File: src/sv/xkfs_pkg.sv
// Shared types, file type codes and the magic signature table for the XOR key search.
`default_nettype none

package xkfs_pkg;

  localparam int KEY_W     = 8;
  localparam int HDR_BYTES = 12;
  localparam int HDR_W     = 8 * HDR_BYTES;
  localparam int SIG_COUNT = 42;

  // File type codes
  localparam logic [4:0] FT_NONE = 5'd0;
  localparam logic [4:0] FT_MP4  = 5'd1;
  localparam logic [4:0] FT_3G2  = 5'd2;
  localparam logic [4:0] FT_MOV  = 5'd3;
  localparam logic [4:0] FT_M4V  = 5'd4;
  localparam logic [4:0] FT_3GP  = 5'd5;
  localparam logic [4:0] FT_PNG  = 5'd6;
  localparam logic [4:0] FT_MKV  = 5'd7;
  localparam logic [4:0] FT_WMV  = 5'd8;
  localparam logic [4:0] FT_AVI  = 5'd9;
  localparam logic [4:0] FT_SVG  = 5'd10;
  localparam logic [4:0] FT_GIF  = 5'd11;
  localparam logic [4:0] FT_WEBM = 5'd12;
  localparam logic [4:0] FT_WEBP = 5'd13;
  localparam logic [4:0] FT_VOB  = 5'd14;
  localparam logic [4:0] FT_MPG  = 5'd15;
  localparam logic [4:0] FT_JPG  = 5'd16;
  localparam logic [4:0] FT_FLV  = 5'd17;
  localparam logic [4:0] FT_BMP  = 5'd18;

  // Above any recorded length, so the entry is never blocked
  localparam logic [3:0] NO_GUARD = 4'd15;

  // pat holds byte 0 in the top byte; mask bit 11 covers byte 0
  typedef struct packed {
    logic [HDR_W-1:0]     pat;
    logic [HDR_BYTES-1:0] mask;
    logic [4:0]           ftype;
    logic [3:0]           len;
    logic [3:0]           guard;
    logic                 stop;
  } sig_entry_t;

  localparam sig_entry_t SIG_TABLE [SIG_COUNT] = '{
    '{96'h00000018_66747970_33677035, 12'hfff, FT_MP4, 4'd12, NO_GUARD, 1'b1},
    '{96'h00000014_66747970_33677035, 12'hfff, FT_MP4, 4'd12, NO_GUARD, 1'b1},
    '{96'h0000001c_66747970_33677035, 12'hfff, FT_MP4, 4'd12, NO_GUARD, 1'b1},
    '{96'h00000018_66747970_4d534e56, 12'hfff, FT_MP4, 4'd12, NO_GUARD, 1'b1},
    '{96'h00000014_66747970_4d534e56, 12'hfff, FT_MP4, 4'd12, NO_GUARD, 1'b1},
    '{96'h0000001c_66747970_4d534e56, 12'hfff, FT_MP4, 4'd12, NO_GUARD, 1'b1},
    '{96'h00000018_66747970_69736f6d, 12'hfff, FT_MP4, 4'd12, NO_GUARD, 1'b1},
    '{96'h00000014_66747970_69736f6d, 12'hfff, FT_MP4, 4'd12, NO_GUARD, 1'b1},
    '{96'h0000001c_66747970_69736f6d, 12'hfff, FT_MP4, 4'd12, NO_GUARD, 1'b1},
    '{96'h0000001c_66747970_33673261, 12'hfff, FT_3G2, 4'd12, NO_GUARD, 1'b1},
    '{96'h00000014_66747970_71742020, 12'hfff, FT_MOV, 4'd12, NO_GUARD, 1'b1},
    '{96'h00000020_66747970_4d345620, 12'hfff, FT_M4V, 4'd12, NO_GUARD, 1'b1},
    '{96'h00000018_66747970_6d703432, 12'hfff, FT_MP4, 4'd12, NO_GUARD, 1'b1},
    '{96'h00000014_66747970_33677000, 12'hffe, FT_3GP, 4'd11, NO_GUARD, 1'b1},
    '{96'h00000018_66747970_00000000, 12'hff0, FT_MP4, 4'd8,  NO_GUARD, 1'b1},
    '{96'h66747970_71742020_00000000, 12'hff0, FT_MOV, 4'd8,  NO_GUARD, 1'b1},
    '{96'h66747970_6d703432_00000000, 12'hff0, FT_M4V, 4'd8,  NO_GUARD, 1'b1},
    '{96'h66747970_69736f6d_00000000, 12'hff0, FT_MP4, 4'd8,  NO_GUARD, 1'b1},
    '{96'h66747970_33677035_00000000, 12'hff0, FT_MP4, 4'd8,  NO_GUARD, 1'b1},
    '{96'h66747970_4d534e56_00000000, 12'hff0, FT_MP4, 4'd8,  NO_GUARD, 1'b1},
    '{96'h89504e47_0d0a1a0a_00000000, 12'hff0, FT_PNG, 4'd8,  NO_GUARD, 1'b1},
    '{96'h1a45dfa3_93428288_00000000, 12'hff0, FT_MKV, 4'd8,  NO_GUARD, 1'b1},
    '{96'h3026b275_8e66cf11_00000000, 12'hff0, FT_WMV, 4'd8,  NO_GUARD, 1'b1},
    '{96'h52494646_00000000_41564920, 12'hf0f, FT_AVI, 4'd8,  NO_GUARD, 1'b0},
    '{96'h3c3f786d_6c200000_00000000, 12'hfc0, FT_SVG, 4'd6,  NO_GUARD, 1'b0},
    '{96'h47494638_39610000_00000000, 12'hfc0, FT_GIF, 4'd6,  NO_GUARD, 1'b0},
    '{96'h47494638_37610000_00000000, 12'hfc0, FT_GIF, 4'd6,  NO_GUARD, 1'b0},
    '{96'h1a45dfa3_00000000_00000000, 12'hf00, FT_WEBM, 4'd4, 4'd4, 1'b0},
    '{96'h52494646_00000000_00000000, 12'hf00, FT_WEBP, 4'd4, 4'd4, 1'b0},
    '{96'h000001ba_00000000_00000000, 12'hf00, FT_VOB, 4'd4,  4'd4, 1'b0},
    '{96'h6d6f6f76_00000000_00000000, 12'hf00, FT_MOV, 4'd4,  4'd4, 1'b0},
    '{96'h66726565_00000000_00000000, 12'hf00, FT_MOV, 4'd4,  4'd4, 1'b0},
    '{96'h6d646174_00000000_00000000, 12'hf00, FT_MOV, 4'd4,  4'd4, 1'b0},
    '{96'h77696465_00000000_00000000, 12'hf00, FT_MOV, 4'd4,  4'd4, 1'b0},
    '{96'h706e6f74_00000000_00000000, 12'hf00, FT_MOV, 4'd4,  4'd4, 1'b0},
    '{96'h736b6970_00000000_00000000, 12'hf00, FT_MOV, 4'd4,  4'd4, 1'b0},
    '{96'h000001b3_00000000_00000000, 12'hf00, FT_MPG, 4'd4,  4'd4, 1'b0},
    '{96'hffd8ffe0_00000000_00000000, 12'hf00, FT_JPG, 4'd4,  4'd4, 1'b0},
    '{96'hffd8ffe1_00000000_00000000, 12'hf00, FT_JPG, 4'd4,  4'd4, 1'b0},
    '{96'hffd8ffe8_00000000_00000000, 12'hf00, FT_JPG, 4'd4,  4'd4, 1'b0},
    '{96'h464c5601_00000000_00000000, 12'hf00, FT_FLV, 4'd4,  4'd4, 1'b0},
    '{96'h424d0000_00000000_00000000, 12'hc00, FT_BMP, 4'd2,  4'd2, 1'b0}
  };

  typedef struct packed {
    logic load;     // capture header, clear the record, key to zero
    logic step;     // try the current key
    logic publish;  // copy the record to the output registers
  } xkfs_cmd_t;

  typedef struct packed {
    logic stop_hit; // current key matched a terminating entry
    logic last_key; // current key is the final one
  } xkfs_status_t;

endpackage

`default_nettype wire

File: src/sv/xkfs_datapath.sv
// Datapath: header register, key counter, signature matcher and search record.
`default_nettype none

module xkfs_datapath
  import xkfs_pkg::*;
#(
  parameter int KEY_COUNT = 256
) (
  input  wire logic               clk,
  input  wire logic [63:0]        header_first_eight,
  input  wire logic [31:0]        header_last_four,
  input  wire xkfs_cmd_t          cmd,
  output xkfs_status_t            stat,
  output logic [4:0]              file_type,
  output logic [KEY_W-1:0]        found_key,
  output logic                    found
);

  localparam logic [KEY_W-1:0] LAST_KEY = KEY_W'(KEY_COUNT - 1);

  logic [HDR_W-1:0] hdr;
  logic [KEY_W-1:0] key;
  logic [4:0]       rec_type;
  logic [KEY_W-1:0] rec_key;
  logic [3:0]       rec_len;
  logic             rec_found;

  logic [HDR_W-1:0] dec;
  logic             hit_any;
  sig_entry_t       sel;

  // Byte 0 goes to the top byte, to line up with the table
  function automatic logic [HDR_W-1:0] pack_header(input logic [63:0] first,
                                                   input logic [31:0] last);
    logic [HDR_W-1:0] r;
    r = '0;
    for (int j = 0; j < 8; j++) r[HDR_W-1-8*j -: 8] = first[8*j +: 8];
    for (int j = 0; j < 4; j++) r[31-8*j -: 8] = last[8*j +: 8];
    return r;
  endfunction

  function automatic logic [HDR_W-1:0] byte_mask(input logic [HDR_BYTES-1:0] m);
    logic [HDR_W-1:0] r;
    r = '0;
    for (int j = 0; j < HDR_BYTES; j++) r[HDR_W-1-8*j -: 8] = {8{m[HDR_BYTES-1-j]}};
    return r;
  endfunction

  assign dec = hdr ^ {HDR_BYTES{key}};

  // Walk from the bottom so the first entry in table order wins
  always_comb begin
    hit_any = 1'b0;
    sel     = '0;
    for (int k = SIG_COUNT - 1; k >= 0; k--) begin
      if ((((dec ^ SIG_TABLE[k].pat) & byte_mask(SIG_TABLE[k].mask)) == '0) &&
          (rec_len < SIG_TABLE[k].guard)) begin
        hit_any = 1'b1;
        sel     = SIG_TABLE[k];
      end
    end
  end

  assign stat.stop_hit = hit_any & sel.stop;
  assign stat.last_key = (key == LAST_KEY);

  always_ff @(posedge clk) begin
    if (cmd.load) begin
      hdr       <= pack_header(header_first_eight, header_last_four);
      key       <= '0;
      rec_type  <= FT_NONE;
      rec_key   <= '0;
      rec_len   <= '0;
      rec_found <= 1'b0;
    end else if (cmd.step) begin
      key <= key + 1'b1;
      if (hit_any) begin
        rec_type  <= sel.ftype;
        rec_len   <= sel.len;
        rec_key   <= key;
        rec_found <= 1'b1;
      end
    end
    if (cmd.publish) begin
      file_type <= rec_type;
      found_key <= rec_key;
      found     <= rec_found;
    end
  end

endmodule

`default_nettype wire

File: src/sv/xkfs_ctrl.sv
// Controller: sequences the key sweep and owns both handshakes.
`default_nettype none

module xkfs_ctrl
  import xkfs_pkg::*;
(
  input  wire logic         clk,
  input  wire logic         rst,
  input  wire logic         in_valid,
  output logic              in_ready,
  output logic              out_valid,
  input  wire logic         out_ready,
  input  wire xkfs_status_t stat,
  output xkfs_cmd_t         cmd
);

  localparam logic [1:0] S_IDLE   = 2'd0;
  localparam logic [1:0] S_SEARCH = 2'd1;
  localparam logic [1:0] S_HOLD   = 2'd2;

  logic [1:0] state;
  logic [1:0] state_next;
  logic       out_valid_next;

  assign in_ready    = (state == S_IDLE);
  assign cmd.load    = in_valid & in_ready;
  assign cmd.step    = (state == S_SEARCH);
  // result waits in HOLD until the output register is free
  assign cmd.publish = (state == S_HOLD) & (~out_valid | out_ready);

  always_comb begin
    state_next = state;
    unique case (state)
      S_IDLE:   if (cmd.load) state_next = S_SEARCH;
      S_SEARCH: if (stat.stop_hit || stat.last_key) state_next = S_HOLD;
      S_HOLD:   if (cmd.publish) state_next = S_IDLE;
      default:  state_next = S_IDLE;
    endcase
  end

  always_comb begin
    priority if (cmd.publish) out_valid_next = 1'b1;
    else if (out_ready)       out_valid_next = 1'b0;
    else                      out_valid_next = out_valid;
  end

  always_ff @(posedge clk) begin
    if (rst) begin
      state     <= S_IDLE;
      out_valid <= 1'b0;
    end else begin
      state     <= state_next;
      out_valid <= out_valid_next;
    end
  end

  a_load_starts: assert property (@(posedge clk) disable iff (rst)
    cmd.load |=> state == S_SEARCH)
    else $error("accepted item did not start the key sweep");

  a_sweep_ends: assert property (@(posedge clk) disable iff (rst)
    (state == S_SEARCH && (stat.stop_hit || stat.last_key)) |=> state == S_HOLD)
    else $error("key sweep ran past its end");

  a_publish_valid: assert property (@(posedge clk) disable iff (rst)
    cmd.publish |=> out_valid && state == S_IDLE)
    else $error("published result not presented");

endmodule

`default_nettype wire

File: src/sv/xor_key_file_signature_search_top.sv
// Top level of the XOR key file signature search.
// One item is a 12-byte file header. The block tries keys 0 to KEY_COUNT-1 in turn,
// one key per clock through a single signature matcher, and stops early on the first
// key that hits a terminating signature (ftyp family, png, mkv, wmv). Each item is
// accepted, its keys are tried, and its result is then moved into the output register.
// A finished result waits there while the next header is accepted and searched;
// found_key and file_type are zero when found is low.
`default_nettype none

module xor_key_file_signature_search_top
  import xkfs_pkg::*;
#(
  parameter int KEY_COUNT = 256
) (
  input  wire logic              clk,
  input  wire logic              rst,
  input  wire logic              in_valid,
  output logic                   in_ready,
  input  wire logic [63:0]       header_first_eight,
  input  wire logic [31:0]       header_last_four,
  output logic                   out_valid,
  input  wire logic              out_ready,
  output logic [4:0]             file_type,
  output logic [KEY_W-1:0]       found_key,
  output logic                   found
);

  xkfs_cmd_t    cmd;
  xkfs_status_t stat;

  xkfs_ctrl u_ctrl (
    .clk       (clk),
    .rst       (rst),
    .in_valid  (in_valid),
    .in_ready  (in_ready),
    .out_valid (out_valid),
    .out_ready (out_ready),
    .stat      (stat),
    .cmd       (cmd)
  );

  xkfs_datapath #(
    .KEY_COUNT (KEY_COUNT)
  ) u_datapath (
    .clk                (clk),
    .header_first_eight (header_first_eight),
    .header_last_four   (header_last_four),
    .cmd                (cmd),
    .stat               (stat),
    .file_type          (file_type),
    .found_key          (found_key),
    .found              (found)
  );

endmodule

`default_nettype wire
File: config.mk
export PLATFORM = sky130hd
export DESIGN_NAME = xor_key_file_signature_search_top
export DESIGN_NICKNAME = d
export VERILOG_FILES = /design/src/sv/xkfs_pkg.sv /design/src/sv/xkfs_datapath.sv /design/src/sv/xkfs_ctrl.sv /design/src/sv/xor_key_file_signature_search_top.sv
export SDC_FILE = /design/constraint.sdc
export NUM_CORES = 1
export LEC_CHECK = 0
export BUFFER_PORTS_ARGS = -buffer_cell sky130_fd_sc_hd__clkbuf_2
export CAP_MARGIN = 10
export CELL_PAD_IN_SITES_DETAIL_PLACEMENT = 1
export CELL_PAD_IN_SITES_GLOBAL_PLACEMENT = 2
export CORE_AREA = 2 2 166 168
export CTS_CLUSTER_DIAMETER = 120
export CTS_CLUSTER_SIZE = 40
export DETAILED_ROUTE_END_ITERATION = 16
export DIE_AREA = 0 0 168 170
export PLACE_DENSITY_LB_ADDON = 0.1
export SYNTH_ARGS = -nofsm -noshare
export SYNTH_HDL_FRONTEND = slang
export SYNTH_SLANG_ARGS = --single-unit
File: constraint.sdc
create_clock -name clk -period 3.6 [get_ports clk]
set_input_delay 0.54 -clock clk [delete_from_list [all_inputs] [get_ports clk]]
set_output_delay 0.54 -clock clk [all_outputs]
set_load 0.05 [all_outputs]
Yosys cells after proc, flatten, opt, wreduce, memory -nomap -nowiden
Index checks and enable logic that the tools add are counted.

cells by class
  bitwise operators = 48
  add/subtract/negate cells = 1
  magnitude comparators = 3
  equality and inequality tests = 6
  mux-type cells = 90
  reductions and logical operators = 89

operator list
  cell                number
  96-bit logical NOT  42
  14-bit 2-to-1 mux   42
  34-bit inverter     5
  32-bit inverter     3
  96-bit XOR          1
  30-bit inverter     3
  38-bit inverter     2
  24-bit inverter     3
  35-bit inverter     2
  17-bit inverter     3
  23-bit inverter     2
  1-bit 2-to-1 mux    44
  22-bit inverter     2
  1-bit logical AND   42
  39-bit inverter     1
  18-bit inverter     2
  36-bit inverter     1
  29-bit inverter     1
  28-bit inverter     1
  27-bit inverter     1
  26-bit inverter     1
  21-bit inverter     1
  20-bit inverter     1
  6-bit inverter      3
  other kinds (23)    28

storage, ports and cells
  output and inout port bits = 16
  input bits = 100
  bits in registers = 139
  logic and storage cells = 248

Longest topological paths before layout
Gate-level depths: netlist of the first run.

  depth after elaboration = 50
  depth in mapped cells = 15
  depth with buffers taken out = 9

By module
A second synthesis of the first run with hierarchy kept.

unflattened totals
  cells, all modules = 964
  area, all modules = 9485.3 um^2

by module, submodules not included
  module         instances  cells an instance  area an instance (um^2)
  xkfs_datapath  1          947                9325.2
  xkfs_ctrl      1          17                 160.2

Least setup slack after synthesis of the first run
No wires, ideal clock.

  path kind = register to register
  from = register u_datapath.key[3]
  to = register u_datapath.rec_key[0]
  required time = 3.478 ns
  data arrival time = 3.013 ns
  library setup time = 0.122 ns
  cell stages (with the launch flop) = 12
  slack = 0.465 ns
  cell sequence = dfxtp_1 > buf_6 > xor2_2 > or3_1 > or4_4 > or4_4 > a2111oi_4 > o41ai_1 > or4b_1 > buf_6 > nor3_1 > a221o_1

on the way
  longest elaborated chain between the ends = 47
  elaborated cells on any way between the ends = 168
  those cells by class = mux: 42; bitwise: 41; reduce/logical: 85

ends and longest elaborated chain
  item                             line                 source
  start: declaration               xkfs_datapath.sv:22  logic [KEY_W-1:0] key;
  start signal: assignment         xkfs_datapath.sv:76  key <= key + 1'b1;
  96-bit XOR *                     xkfs_datapath.sv:49  assign dec = hdr ^ {HDR_BYTES{key}};
  6-bit inverter (no line)         n/a
  96-bit logical NOT               xkfs_datapath.sv:56  if ((((dec ^ SIG_TABLE[k].pat) & byte_mask(SIG_TABLE[k].mask)) == '0) &&
  1-bit logical AND                xkfs_datapath.sv:56
  1-bit 2-to-1 mux (41 in a row)   xkfs_datapath.sv:56
  1-bit 2-to-1 mux *               xkfs_datapath.sv:56
  2-bit AND reduction (no line) *  n/a
  end signal: assignment           xkfs_datapath.sv:80  rec_key <= key;
  end: declaration                 xkfs_datapath.sv:24  logic [KEY_W-1:0] rec_key;

Mark *: on every way between the ends. The rest lies on a longest branch, timed or not.
A chain may end at the register's enable or synchronous reset.

Worst setup path after layout of the first run
  from = register u_datapath.key[3]
  to = register u_datapath.rec_key[7]

The elaborated chain is that of the path after synthesis.

==> results of run 1 <==
layout make-up:
| type | count | share of cell area |
|---|---|---|
| clock inverter | 14 | 0.0113 |
| antenna | 1 | 0.000186 |
| multi-input combinational | 870 | 0.443 |
| timing repair buffer | 364 | 0.190 |
| tap | 341 | 0.0317 |
| clock buffer | 18 | 0.0319 |
| sequential | 139 | 0.290 |
| inverter | 6 | 0.00186 |
kinds of logic after synthesis:
group / count (synthesis) / synth area share
buf+inv: 54 / 0.0366
compound gates: 152 / 0.114
xor+xnor: 121 / 0.110
simple gates: 594 / 0.349
fa+ha+maj: 1 / 0.00125
mux: 2 / 0.00200
flops: 139 / 0.388
power groups by stage:
| stage | logic [uW] | registers (uW) | clock network, uW |
|---|---|---|---|
| after global placement | 1430 | 2010 | 0 |
| after CTS | 1460 | 1990 | 1880 |
| final | 1500 | 1990 | 1860 |
| after floorplan | 666 | 1980 | 0 |
| after detailed placement | 1440 | 2020 | 0 |
| after global routing | 1570 | 2010 | 1930 |
per-layer routing:
| layer | share of wire | vias up |
|---|---|---|
| li1 | - | 4857 |
| met1 | 0.41 | 5359 |
| met2 | 0.48 | 377 |
| met3 | 0.042 | 122 |
| met4 | 0.060 | 2 |
| met5 | 0.00028 | - |
layout by cell type, fill, tap and decap left out, types with 9 or more instances in the layout:
cell / instances
buf_4: 239
clkbuf_2: 115
edfxtp_1: 110
nand2_1: 77
nor2_1: 63
nand4_1: 62
nor3_1: 62
nand3_1: 55
xor2_1: 51
xnor2_1: 50
nor4_1: 49
or3_1: 32
and3_1: 28
a21oi_1: 27
dfxtp_1: 22
nor3b_1: 18
or4_1: 18
clkbuf_16: 17
o22ai_1: 14
nand3b_1: 14
and3b_1: 14
o21ai_0: 13
nor2b_1: 12
or3b_2: 12
and4_1: 11
nand2b_1: 9
xnor2_2: 9
xor2_2: 9
nor4b_1: 9
or2_2: 9
state kept, by name, summed over array words and instances (netlist names):
signal,cells
u_datapath.hdr,96
u_datapath.found_key,8
u_datapath.key,8
u_datapath.rec_key,8
u_datapath.file_type,5
u_datapath.rec_type,5
u_datapath.rec_len,4
u_ctrl.state,2
u_ctrl.out_valid,1
u_datapath.found,1
u_datapath.rec_found,1
worst paths after layout:
| kind | startpoint | endpoint | cells after the start |
|---|---|---|---|
| worst min-delay path | header_first_eight[40] | u_datapath.hdr[48]$_DFFE_PP_ | 1 |
| worst max-delay path | u_datapath.key[3]$_SDFFE_PP0P_ | u_datapath.rec_key[7]$_SDFFE_PP0P_ | 10 |
| worst max register to register | u_datapath.key[3]$_SDFFE_PP0P_ | u_datapath.rec_key[7]$_SDFFE_PP0P_ | 10 |
| worst min register to register | u_datapath.rec_type[0]$_SDFFE_PP0P_ | u_datapath.file_type[0]$_DFFE_PP_ | 0 |
through the flow:
step / util / worst slack, ns / hold WS (ns)
2_1_floorplan: - / 0.465 / 0.408
5_1_grt: 0.505 / -0.0105 / 0.264
3_5_place_dp: 0.474 / -0.233 / 0.418
3_3_place_gp: 0.474 / -0.116 / 0.412
6_report: 0.505 / 0.00798 / 0.272
4_1_cts: 0.499 / 0.00311 / 0.265
timing repair:
action                     CTS  global route
pin swaps                    0             1
hold endpoints to repair     0             0
gates resized for setup     14            29
setup endpoints to repair   18            16
==> metrics.md, run 1 <==
| Metric | Value |
|---|---|
| Die area | `28600 um2` |
| Clock Pin Slew Worst Setup and Hold Paths | `0.08 ns` |
| Maximum VDD drop | `248 uV` |
| Initial DRC Count | `785` |
| Crit start category | `flip-flop` |
| # nets final | `1499` |
| Final Hold Fails | `0` |
| RSZ-0062 raised after global routing | `yes` |
| Power Density | `398 nW/um2` |
| Met2 Usage GRT | `0.564` |
| Cell Area, Synth | `10000 um2` |
| Sequential share of power | `0.372` |
| Footprint of the multi-input gates | `5960 um2` |
| CTS tree | `built` |
| Clk root buf | `clkbuf_16` |
| Largest net degree at the start of global routing | `82` |
| H-tree levels | `4` |
| Internal Dissipation | `3430 uW` |
| Slew Viols, Final | `0` |
| GRT met3 Usage | `0.0421` |
| Crit end category | `flip-flop` |
| Ys async rst share | `0` |
| Synth warnings | `0` |
| Detailed Place HPWL | `38.5 mm` |
| Top cell type's share of synthesized area | `0.330` |
| Sw frac | `0.359` |
| WP buf/inv | `2` |
| WP data arrival | `3.91 ns` |
| Vias per std cell | `6.11` |
| Largest cells by area after synthesis | `edfxtp_1 33%, dfxtp_1 5.8%, xnor2_1 5.1%` |
| Critical Path RT | `3.92 ns` |
| Cell family with most CP delay | `simple AND/OR/NAND/NOR gates` |
| Seq cells post-synth | `139` |
| Total gr overflow | `0` |
| Starting density of the core | `0.375` |
| Share of power burned in combinational logic | `0.280` |
| Via count | `10700` |
| Critical path class | `flip-flop to flip-flop` |
| Rows | `60` |
| Final cell count without fillers | `1753` |
| Worst-skew pair later-pin latency | `0.44 ns` |
| Buffer depth of the longest clock path | `2` |
| Worst hold path class | `input port to flip-flop` |
| Sum Neg Setup Slack | `0 ns` |
| Tot Pwr | `5350 uW` |
| P_leak | `0.00506 uW` |
| CP cell instances | `buf_12 > buf_4 > xnor2_1 > nor4_1 > nand2_1 > o22ai_1 > a41oi_1 > nand4_1 > or2_4 > a221o_1` |
| Post-DP Area | `12600 um2` |
| I/O Pins | `116` |
| CORE AREA | `26700 um2` |
| DRC Markers | `0` |
| CTS Buf Count | `17` |
| Cell area after layout | `13500 um2` |
| Synthesized instance count | `1063` |
| Setup Skew | `0.0157 ns` |
| Max-slew headroom | `0.286` |
| Placed Instances | `1720` |
| Seq/Total Area, Yosys | `0.388` |
| Synth cell count leaders | `110 x edfxtp_1, 78 x nand2_1, 63 x nor2_1, 63 x nor3_1, 62 x nand4_1` |
| Post-synth top area cell | `edfxtp_1` |
| Seq. cell area | `3900 um2` |
| Initial antenna violation count | `3` |
| Die Ht | `170 um` |
| Worst Max-Slew Pin Slew | `1.07 ns` |
| Clock power frac | `0.347` |
| Fill count | `3116` |
| Largest stage delay, worst path | `0.70 ns` |
| Peak fanout along the critical path | `9` |
| First-pass GRT wire length | `67.9 mm` |
| RePlAce Congestion | `1.08` |
| Port-buffer cells | `115` |
| CP max-delay cell | `xnor2_1` |
| WL per Instance | `26.7 um` |
| Clk sink count | `139` |
| Number of synthesized flops with an enable pin | `110` |
| Tmin final | `3.59 ns` |
| Antenna viol nets, final | `0` |
| Dominant synthesized flop cell | `edfxtp_1` |
| P&R area growth vs syn | `34.5%` |
| Routed WL | `46.7 mm` |
| Share of cells above drive strength 1 | `0.335` |
| FF-to-FF setup slack | `0.008 ns` |
| Maximum clock rate | `0.278 GHz` |
| Post-CTS setup buffers | `0` |
| Final Cycle Share | `0.998` |
| Chip Width | `168 um` |
| Netlist cell types | `84` |
| GRT Total Usage | `0.324` |
| Post-CTS Hold Buffers | `0` |
| Gr busiest metal | `met2` |
| Number of global-route vias before repair | `11000` |
| Met1 usage | `0.387` |
| Outcome | `finished clean` |
| Final setup fails | `0` |
| Count leader, synth | `edfxtp_1` |
| Syn Area/Cell | `9.41 um2` |
| Initial DRT Pass Iterations | `5` |
| Max_cap viols | `0` |
| Syn Nets | `1164` |
| Reported net switching power | `1920 uW` |
Power figures use the tool's default switching activity.
==> run 2: changes to the inputs <==
Settings changed: ABC_AREA set to 1, CORE_AREA 2 2 166 168 to 2 2 169 171, DIE_AREA 0 0 168 170 to 0 0 171 173, SKIP_LAST_GASP set to 1.
==> metrics.md, run 2 <==
| Metric | Value |
|---|---|
| Outcome | `finished clean` |
| Port-buffer cells | `115` |
| Met2 wire length | `16.9 mm` |
| Crit end category | `flip-flop` |
| WP data arrival | `3.65 ns` |
| Reg with most FFs | `u_datapath.hdr` |
| Worst r2r src | `u_datapath.key[2]$_SDFFE_PP0P_` |
| # nets final | `1521` |
| DR WL met3 | `996 um` |
| Ant. Diodes | `0` |
| Post-CTS Hold Buffers | `0` |
| RePlAce Congestion | `0.917` |
| Chip Width | `171 um` |
| Total gr overflow | `0` |
| Rows | `61` |
| Internal Dissipation | `3290 uW` |
| Die Ht | `173 um` |
| P_leak | `0.00488 uW` |
| Via count | `8517` |
| DRC Markers | `0` |
| Synth cell count leaders | `394 x nand2_1, 241 x nor2_1, 167 x inv_1` |
| Synthesized instance count | `1285` |
| Detailed Place HPWL | `27.6 mm` |
| Ys async rst share | `0` |
| I/O Pins | `116` |
| CTS Buf Count | `17` |
| Final setup fails | `0` |
| Syn Area/Cell | `7.22 um2` |
| Setup Skew | `0.0173 ns` |
| Peak fanout along the critical path | `20` |
| Hold Path Depth | `1` |
| Initial antenna violation count | `0` |
| Tmin final | `3.31 ns` |
| Sequential share of power | `0.396` |
| Commonest non-fill, non-tap cell in the layout | `nand2_1` |
| Final Cycle Share | `0.920` |
| FF-to-FF End | `u_datapath.rec_len[1]$_SDFFE_PP0P_` |
| Number of synthesized flops with an enable pin | `110` |
| Buffer depth of the longest clock path | `2` |
| DR top layer | `met4` |
| Worst-skew pair later-pin latency | `0.45 ns` |
| Sum Neg Setup Slack | `0 ns` |
| GRT Total Usage | `0.236` |
| Antenna viol nets, final | `0` |
| Clk root buf | `clkbuf_16` |
| Die area | `29600 um2` |
| Post-CTS setup buffers | `0` |
| Worst hold path class | `input port to flip-flop` |
| Routed WL | `33.3 mm` |
| M1 WL | `14.4 mm` |
| WL per Instance | `18.4 um` |
| Reported net switching power | `1730 uW` |
| FF-to-FF setup slack | `0.29 ns` |
| Number of global-route vias before repair | `8987` |
| Max FFs per register | `96` |
| Max-slew headroom | `0.641` |
| Worst Max-Slew Pin Slew | `0.538 ns` |
| Hold EP | `u_datapath.hdr[94]$_DFFE_PP_` |
| Seq cells post-synth | `139` |
| Cell Area, Synth | `9280 um2` |
| CORE AREA | `27600 um2` |
| Syn Nets | `1386` |
| Post-synth top area cell | `edfxtp_1` |
| Share of power burned in combinational logic | `0.241` |
| Netlist cell types | `44` |
| Dominant synthesized flop cell | `edfxtp_1` |
| Largest cells by area after synthesis | `edfxtp_1 36%, nand2_1 16%, nor2_1 9.7%` |
| Critical path class | `flip-flop to flip-flop` |
| Initial DRC Count | `491` |
| Maximum VDD drop | `319 uV` |
| Final Hold Fails | `0` |
| Placed Instances | `1779` |
| Max_cap viols | `0` |
| Power Density | `462 nW/um2` |
| Count leader, synth | `nand2_1` |
| Slew Viols, Final | `0` |
| Hold_sp | `header_first_eight[6]` |
| Clock power frac | `0.364` |
| RSZ-0062 raised after global routing | `no` |
| Starting density of the core | `0.336` |
| Largest net degree at the start of global routing | `43` |
| Most frequent cells in the layout | `394 x nand2_1, 241 x nor2_1, 166 x inv_1` |
| H-tree levels | `4` |
| Vias per std cell | `4.70` |
| Crit start category | `flip-flop` |
| Sw frac | `0.344` |
| Initial DRT Pass Iterations | `5` |
| Final cell count without fillers | `1811` |
| Clock Pin Slew Worst Setup and Hold Paths | `0.07 ns` |
| Synth warnings | `0` |
| CTS tree | `built` |
| First-pass GRT wire length | `51.7 mm` |
| Seq/Total Area, Yosys | `0.418` |
| Clk sink count | `139` |
| FF-to-FF path depth | `18` |
| P&R area growth vs syn | `17.0%` |
| Critical Path RT | `3.94 ns` |
| Share of cells above drive strength 1 | `0.170` |
| Maximum clock rate | `0.302 GHz` |
| Top cell type's share of synthesized area | `0.356` |
run 2: cell count changes after synthesis, moves of 39 or more:
cell / previous run / this run
xor2_1: 58 / 19
inv_1: 5 / 167
nand4_1: 62 / 18
nor2_1: 63 / 241
nor4_1: 51 / 3
nand2_1: 78 / 394
run 2: area by class of cell:
| type | count | area [um2] |
|---|---|---|
| well taps | 378 | 473 |
| inverters | 175 | 672 |
| flip-flops and latches | 139 | 3890 |
| multi-input cells | 947 | 4450 |
| repair buffers | 140 | 779 |
| fillers | 3538 | 16800 |
| clock inverters | 13 | 155 |
| clock buffers | 19 | 443 |
run 2: worst max-delay path by stage:
| stage | startpoint | end |
|---|---|---|
| finish | u_datapath.key[2]$_SDFFE_PP0P_ | u_datapath.rec_len[1]$_SDFFE_PP0P_ |
| CTS | u_datapath.key[3]$_SDFFE_PP0P_ | u_datapath.rec_len[1]$_SDFFE_PP0P_ |
| detailed placement | u_datapath.key[3]$_SDFFE_PP0P_ | u_datapath.rec_len[1]$_SDFFE_PP0P_ |
| global route | u_datapath.key[0]$_SDFFE_PP0P_ | u_datapath.rec_len[1]$_SDFFE_PP0P_ |
| global placement | u_datapath.key[3]$_SDFFE_PP0P_ | u_datapath.rec_len[1]$_SDFFE_PP0P_ |
| floorplan | u_ctrl.state[1]$_SDFFE_PP0P_ | u_datapath.hdr[0]$_DFFE_PP_ |
run 2: kinds of logic after synthesis:
group | count (synthesis) | share of synthesized area
AOI/OAI and AO/OA | 43 | 0.0255
xor gates and xnor gates | 59 | 0.0642
adders and majority gates | 1 | 0.00135
buffers and inverters | 199 | 0.103
DFF | 139 | 0.418
and+or+nand+nor | 844 | 0.388
run 2: per-layer routing:
metal / vias to the layer above / global-route usage
met4: 0 / 0.0855
met2: 145 / 0.415
met3: 39 / 0.0371
met1: 4038 / 0.289
met5: - / 0
li1: 4295 / -
run 2: critical path, cell delays in order (launching register included):
cell	delay, ns
dfxtp_1	0.47
buf_6	0.27
nand2_1	0.08
nand2_1	0.11
nand2_1	0.08
nor2_1	0.30
nand3_2	0.15
nor2_1	0.34
nand3_1	0.19
nor2_2	0.20
nor2_2	0.07
nand2_2	0.08
nor2_2	0.06
nand3_2	0.15
nand2_2	0.30
nand2_2	0.18
nand3_2	0.06
nand2_1	0.05
inv_1	0.03
run 2: through the flow:
| step | hold slack (ns) | total power (uW) | instance area, um2 | worst slack (ns) | util |
|---|---|---|---|---|---|
| after floorplan | 0.408 | 2830 | 9280 | 0.175 | - |
| after global placement | 0.430 | 3230 | 10200 | 0.297 | 0.371 |
| after detailed placement | 0.421 | 3240 | 10200 | 0.300 | 0.371 |
| after CTS | 0.238 | 5100 | 10800 | 0.262 | 0.393 |
| after global routing | 0.244 | 5300 | 10900 | 0.0191 | 0.393 |
| final | 0.265 | 5020 | 10900 | 0.288 | 0.393 |
run 2: repair_timing:
action                                 4_1_cts  5_1_grt
setup endpoints to repair                    0       15
gates resized for setup                      0        4
endpoints found under the hold margin        0        0
run 2: power by group through the flow:
| stage | Clock [uW] | Sequential, uW | Combinational [uW] |
|---|---|---|---|
| final | 1820 | 1990 | 1210 |
| after CTS | 1880 | 1990 | 1220 |
| after detailed placement | 0 | 2020 | 1220 |
| after global routing | 1940 | 2000 | 1350 |
| after floorplan | 0 | 2020 | 804 |
| after global placement | 0 | 2020 | 1210 |
==> run 3: changes to the inputs <==
Settings changed: BUFFER_PORTS_ARGS -buffer_cell sky130_fd_sc_hd__clkbuf_2 to -buffer_cell sky130_fd_sc_hd__buf_2.
==> metrics.md, run 3 (synthesis results as in run 2) <==
| Metric | Value |
|---|---|
| Crit start category | `flip-flop` |
| Clk root buf | `clkbuf_16` |
| Largest net degree at the start of global routing | `45` |
| Cell area after layout | `10800 um2` |
| Outcome | `finished clean` |
| Port-buffer cells | `115` |
| GRT Total Usage | `0.233` |
| Hold slack | `0.265 ns` |
| Buffer depth of the longest clock path | `2` |
| Max FFs per register | `96` |
| Tmin final | `3.20 ns` |
| Setup Skew | `0.0128 ns` |
| Ant. Diodes | `0` |
| CTS tree | `built` |
| Share of cells above drive strength 1 | `0.167` |
| Antenna viol nets, final | `0` |
| Internal Dissipation | `3270 uW` |
| Worst hold path class | `input port to flip-flop` |
| Crit end category | `flip-flop` |
| Routed WL | `33.4 mm` |
| Slew Viols, Final | `0` |
| Share of power burned in combinational logic | `0.247` |
| # nets final | `1520` |
| Chip Width | `171 um` |
| Clock Pin Slew Worst Setup and Hold Paths | `0.07 ns` |
| WP data arrival | `3.51 ns` |
| Power Density | `461 nW/um2` |
| Die Ht | `173 um` |
| Post-CTS Hold Buffers | `0` |
| Final Cycle Share | `0.890` |
| Clock power frac | `0.360` |
| Final Hold Fails | `0` |
| CTS resizes | `0` |
| Vias per std cell | `4.70` |
| Maximum clock rate | `0.312 GHz` |
| Final cell count without fillers | `1810` |
| Maximum VDD drop | `419 uV` |
| P&R area growth vs syn | `16.7%` |
| Reg with most FFs | `u_datapath.hdr` |
| First-pass GRT wire length | `51.1 mm` |
| Sum Neg Setup Slack | `0 ns` |
| Placed Instances | `1778` |
| DRC Markers | `0` |
| Max-slew headroom | `0.600` |
| Initial DRT Pass Iterations | `5` |
| Detailed Place HPWL | `27.6 mm` |
| Most frequent cells in the layout | `394 x nand2_1, 241 x nor2_1, 166 x inv_1` |
| Worst-skew pair later-pin latency | `0.45 ns` |
| Sw frac | `0.345` |
| Critical path class | `flip-flop to flip-flop` |
| Die area | `29600 um2` |
| RSZ-0062 raised after global routing | `no` |
| Peak fanout along the critical path | `20` |
| CORE AREA | `27600 um2` |
| WL per Instance | `18.4 um` |
| Initial antenna violation count | `0` |
| Total gr overflow | `0` |
| RePlAce Congestion | `0.933` |
| Clk sink count | `139` |
| Commonest non-fill, non-tap cell in the layout | `nand2_1` |
| Initial DRC Count | `382` |
| Post-CTS setup buffers | `0` |
| Via count | `8512` |
| Number of global-route vias before repair | `9042` |
| I/O Pins | `116` |
| Post-DP Area | `10200 um2` |
| P_leak | `0.00484 uW` |
| CTS Buf Count | `17` |
| Sequential share of power | `0.394` |
| Max_cap viols | `0` |
| Final setup fails | `0` |
| Critical Path RT | `3.91 ns` |
| Worst Max-Slew Pin Slew | `0.598 ns` |
| Starting density of the core | `0.336` |
| FF-to-FF path depth | `17` |
| Hold Path Depth | `1` |
| Rows | `61` |
| H-tree levels | `4` |
| Reported net switching power | `1720 uW` |
==> run 3: cell count changes in the layout (fill, tap and decap cells not counted), sizes merged <==
| cell | before | now |
|---|---|---|
| inv | 182 | 181 |
| buf | 25 | 139 |
| clkinv | 2 | 3 |
| clkbuf | 134 | 19 |
==> run 3: worst paths after layout <==
path / slack (ns) / end / from
worst max-delay path: 0.40 / u_datapath.rec_type[1]$_SDFFE_PP0P_ / u_datapath.key[7]$_SDFFE_PP0P_
worst min-delay path: 0.27 / u_datapath.hdr[61]$_DFFE_PP_ / header_first_eight[37]
worst min register to register: 0.44 / u_datapath.found_key[6]$_DFFE_PP_ / u_datapath.rec_key[6]$_SDFFE_PP0P_
worst max register to register: 0.40 / u_datapath.rec_type[1]$_SDFFE_PP0P_ / u_datapath.key[7]$_SDFFE_PP0P_
==> run 3: layout make-up <==
type,count,area [um2]
repair buffers,139,768
inverters,175,672
clock inverters,13,155
fillers,3531,16800
well taps,378,473
multi-input cells,947,4440
clock buffers,19,433
flip-flops and latches,139,3880
==> run 3: power groups by stage <==
stage                     Combinational (uW)  Clock (uW)  Sequential, uW
after floorplan                          804           0            2020
after global placement                  1230           0            2000
after detailed placement                1240           0            2000
after CTS                               1250        1850            1970
after global routing                    1370        1910            1980
final                                   1230        1790            1960
==> run 3: per-stage QoR <==
stage          total power, uW  utilization  worst slack, ns
4_1_cts                   5060        0.392            0.380
6_report                  4990        0.392            0.397
3_5_place_dp              3240        0.371            0.418
5_1_grt                   5260        0.392            0.121
2_1_floorplan             2830            -            0.175
3_3_place_gp              3230        0.371            0.475
==> run 3: routing by layer <==
metal / vias to the layer above / part of all wire / track usage
li1: 4293 / - / -
met1: 4025 / 0.43 / 0.280
met2: 150 / 0.51 / 0.419
met3: 44 / 0.026 / 0.0385
met4: 0 / 0.028 / 0.0794
met5: - / 0 / 0
==> run 3: worst max-delay path, stage by stage (launching register included) <==
cell and delay, ns:
dfxtp_1 0.67, inv_4 0.13, nand2_1 0.12, nand2_1 0.09
nor2_2 0.31, nand3_1 0.15, nor2_2 0.15, nand2_1 0.11
nor2_4 0.14, nand3_1 0.15, nand2_1 0.12, nand2_1 0.10
inv_1 0.10, nor2_2 0.07, nand3_2 0.09, nand2_2 0.26
nand3_1 0.19, o21ai_0 0.13
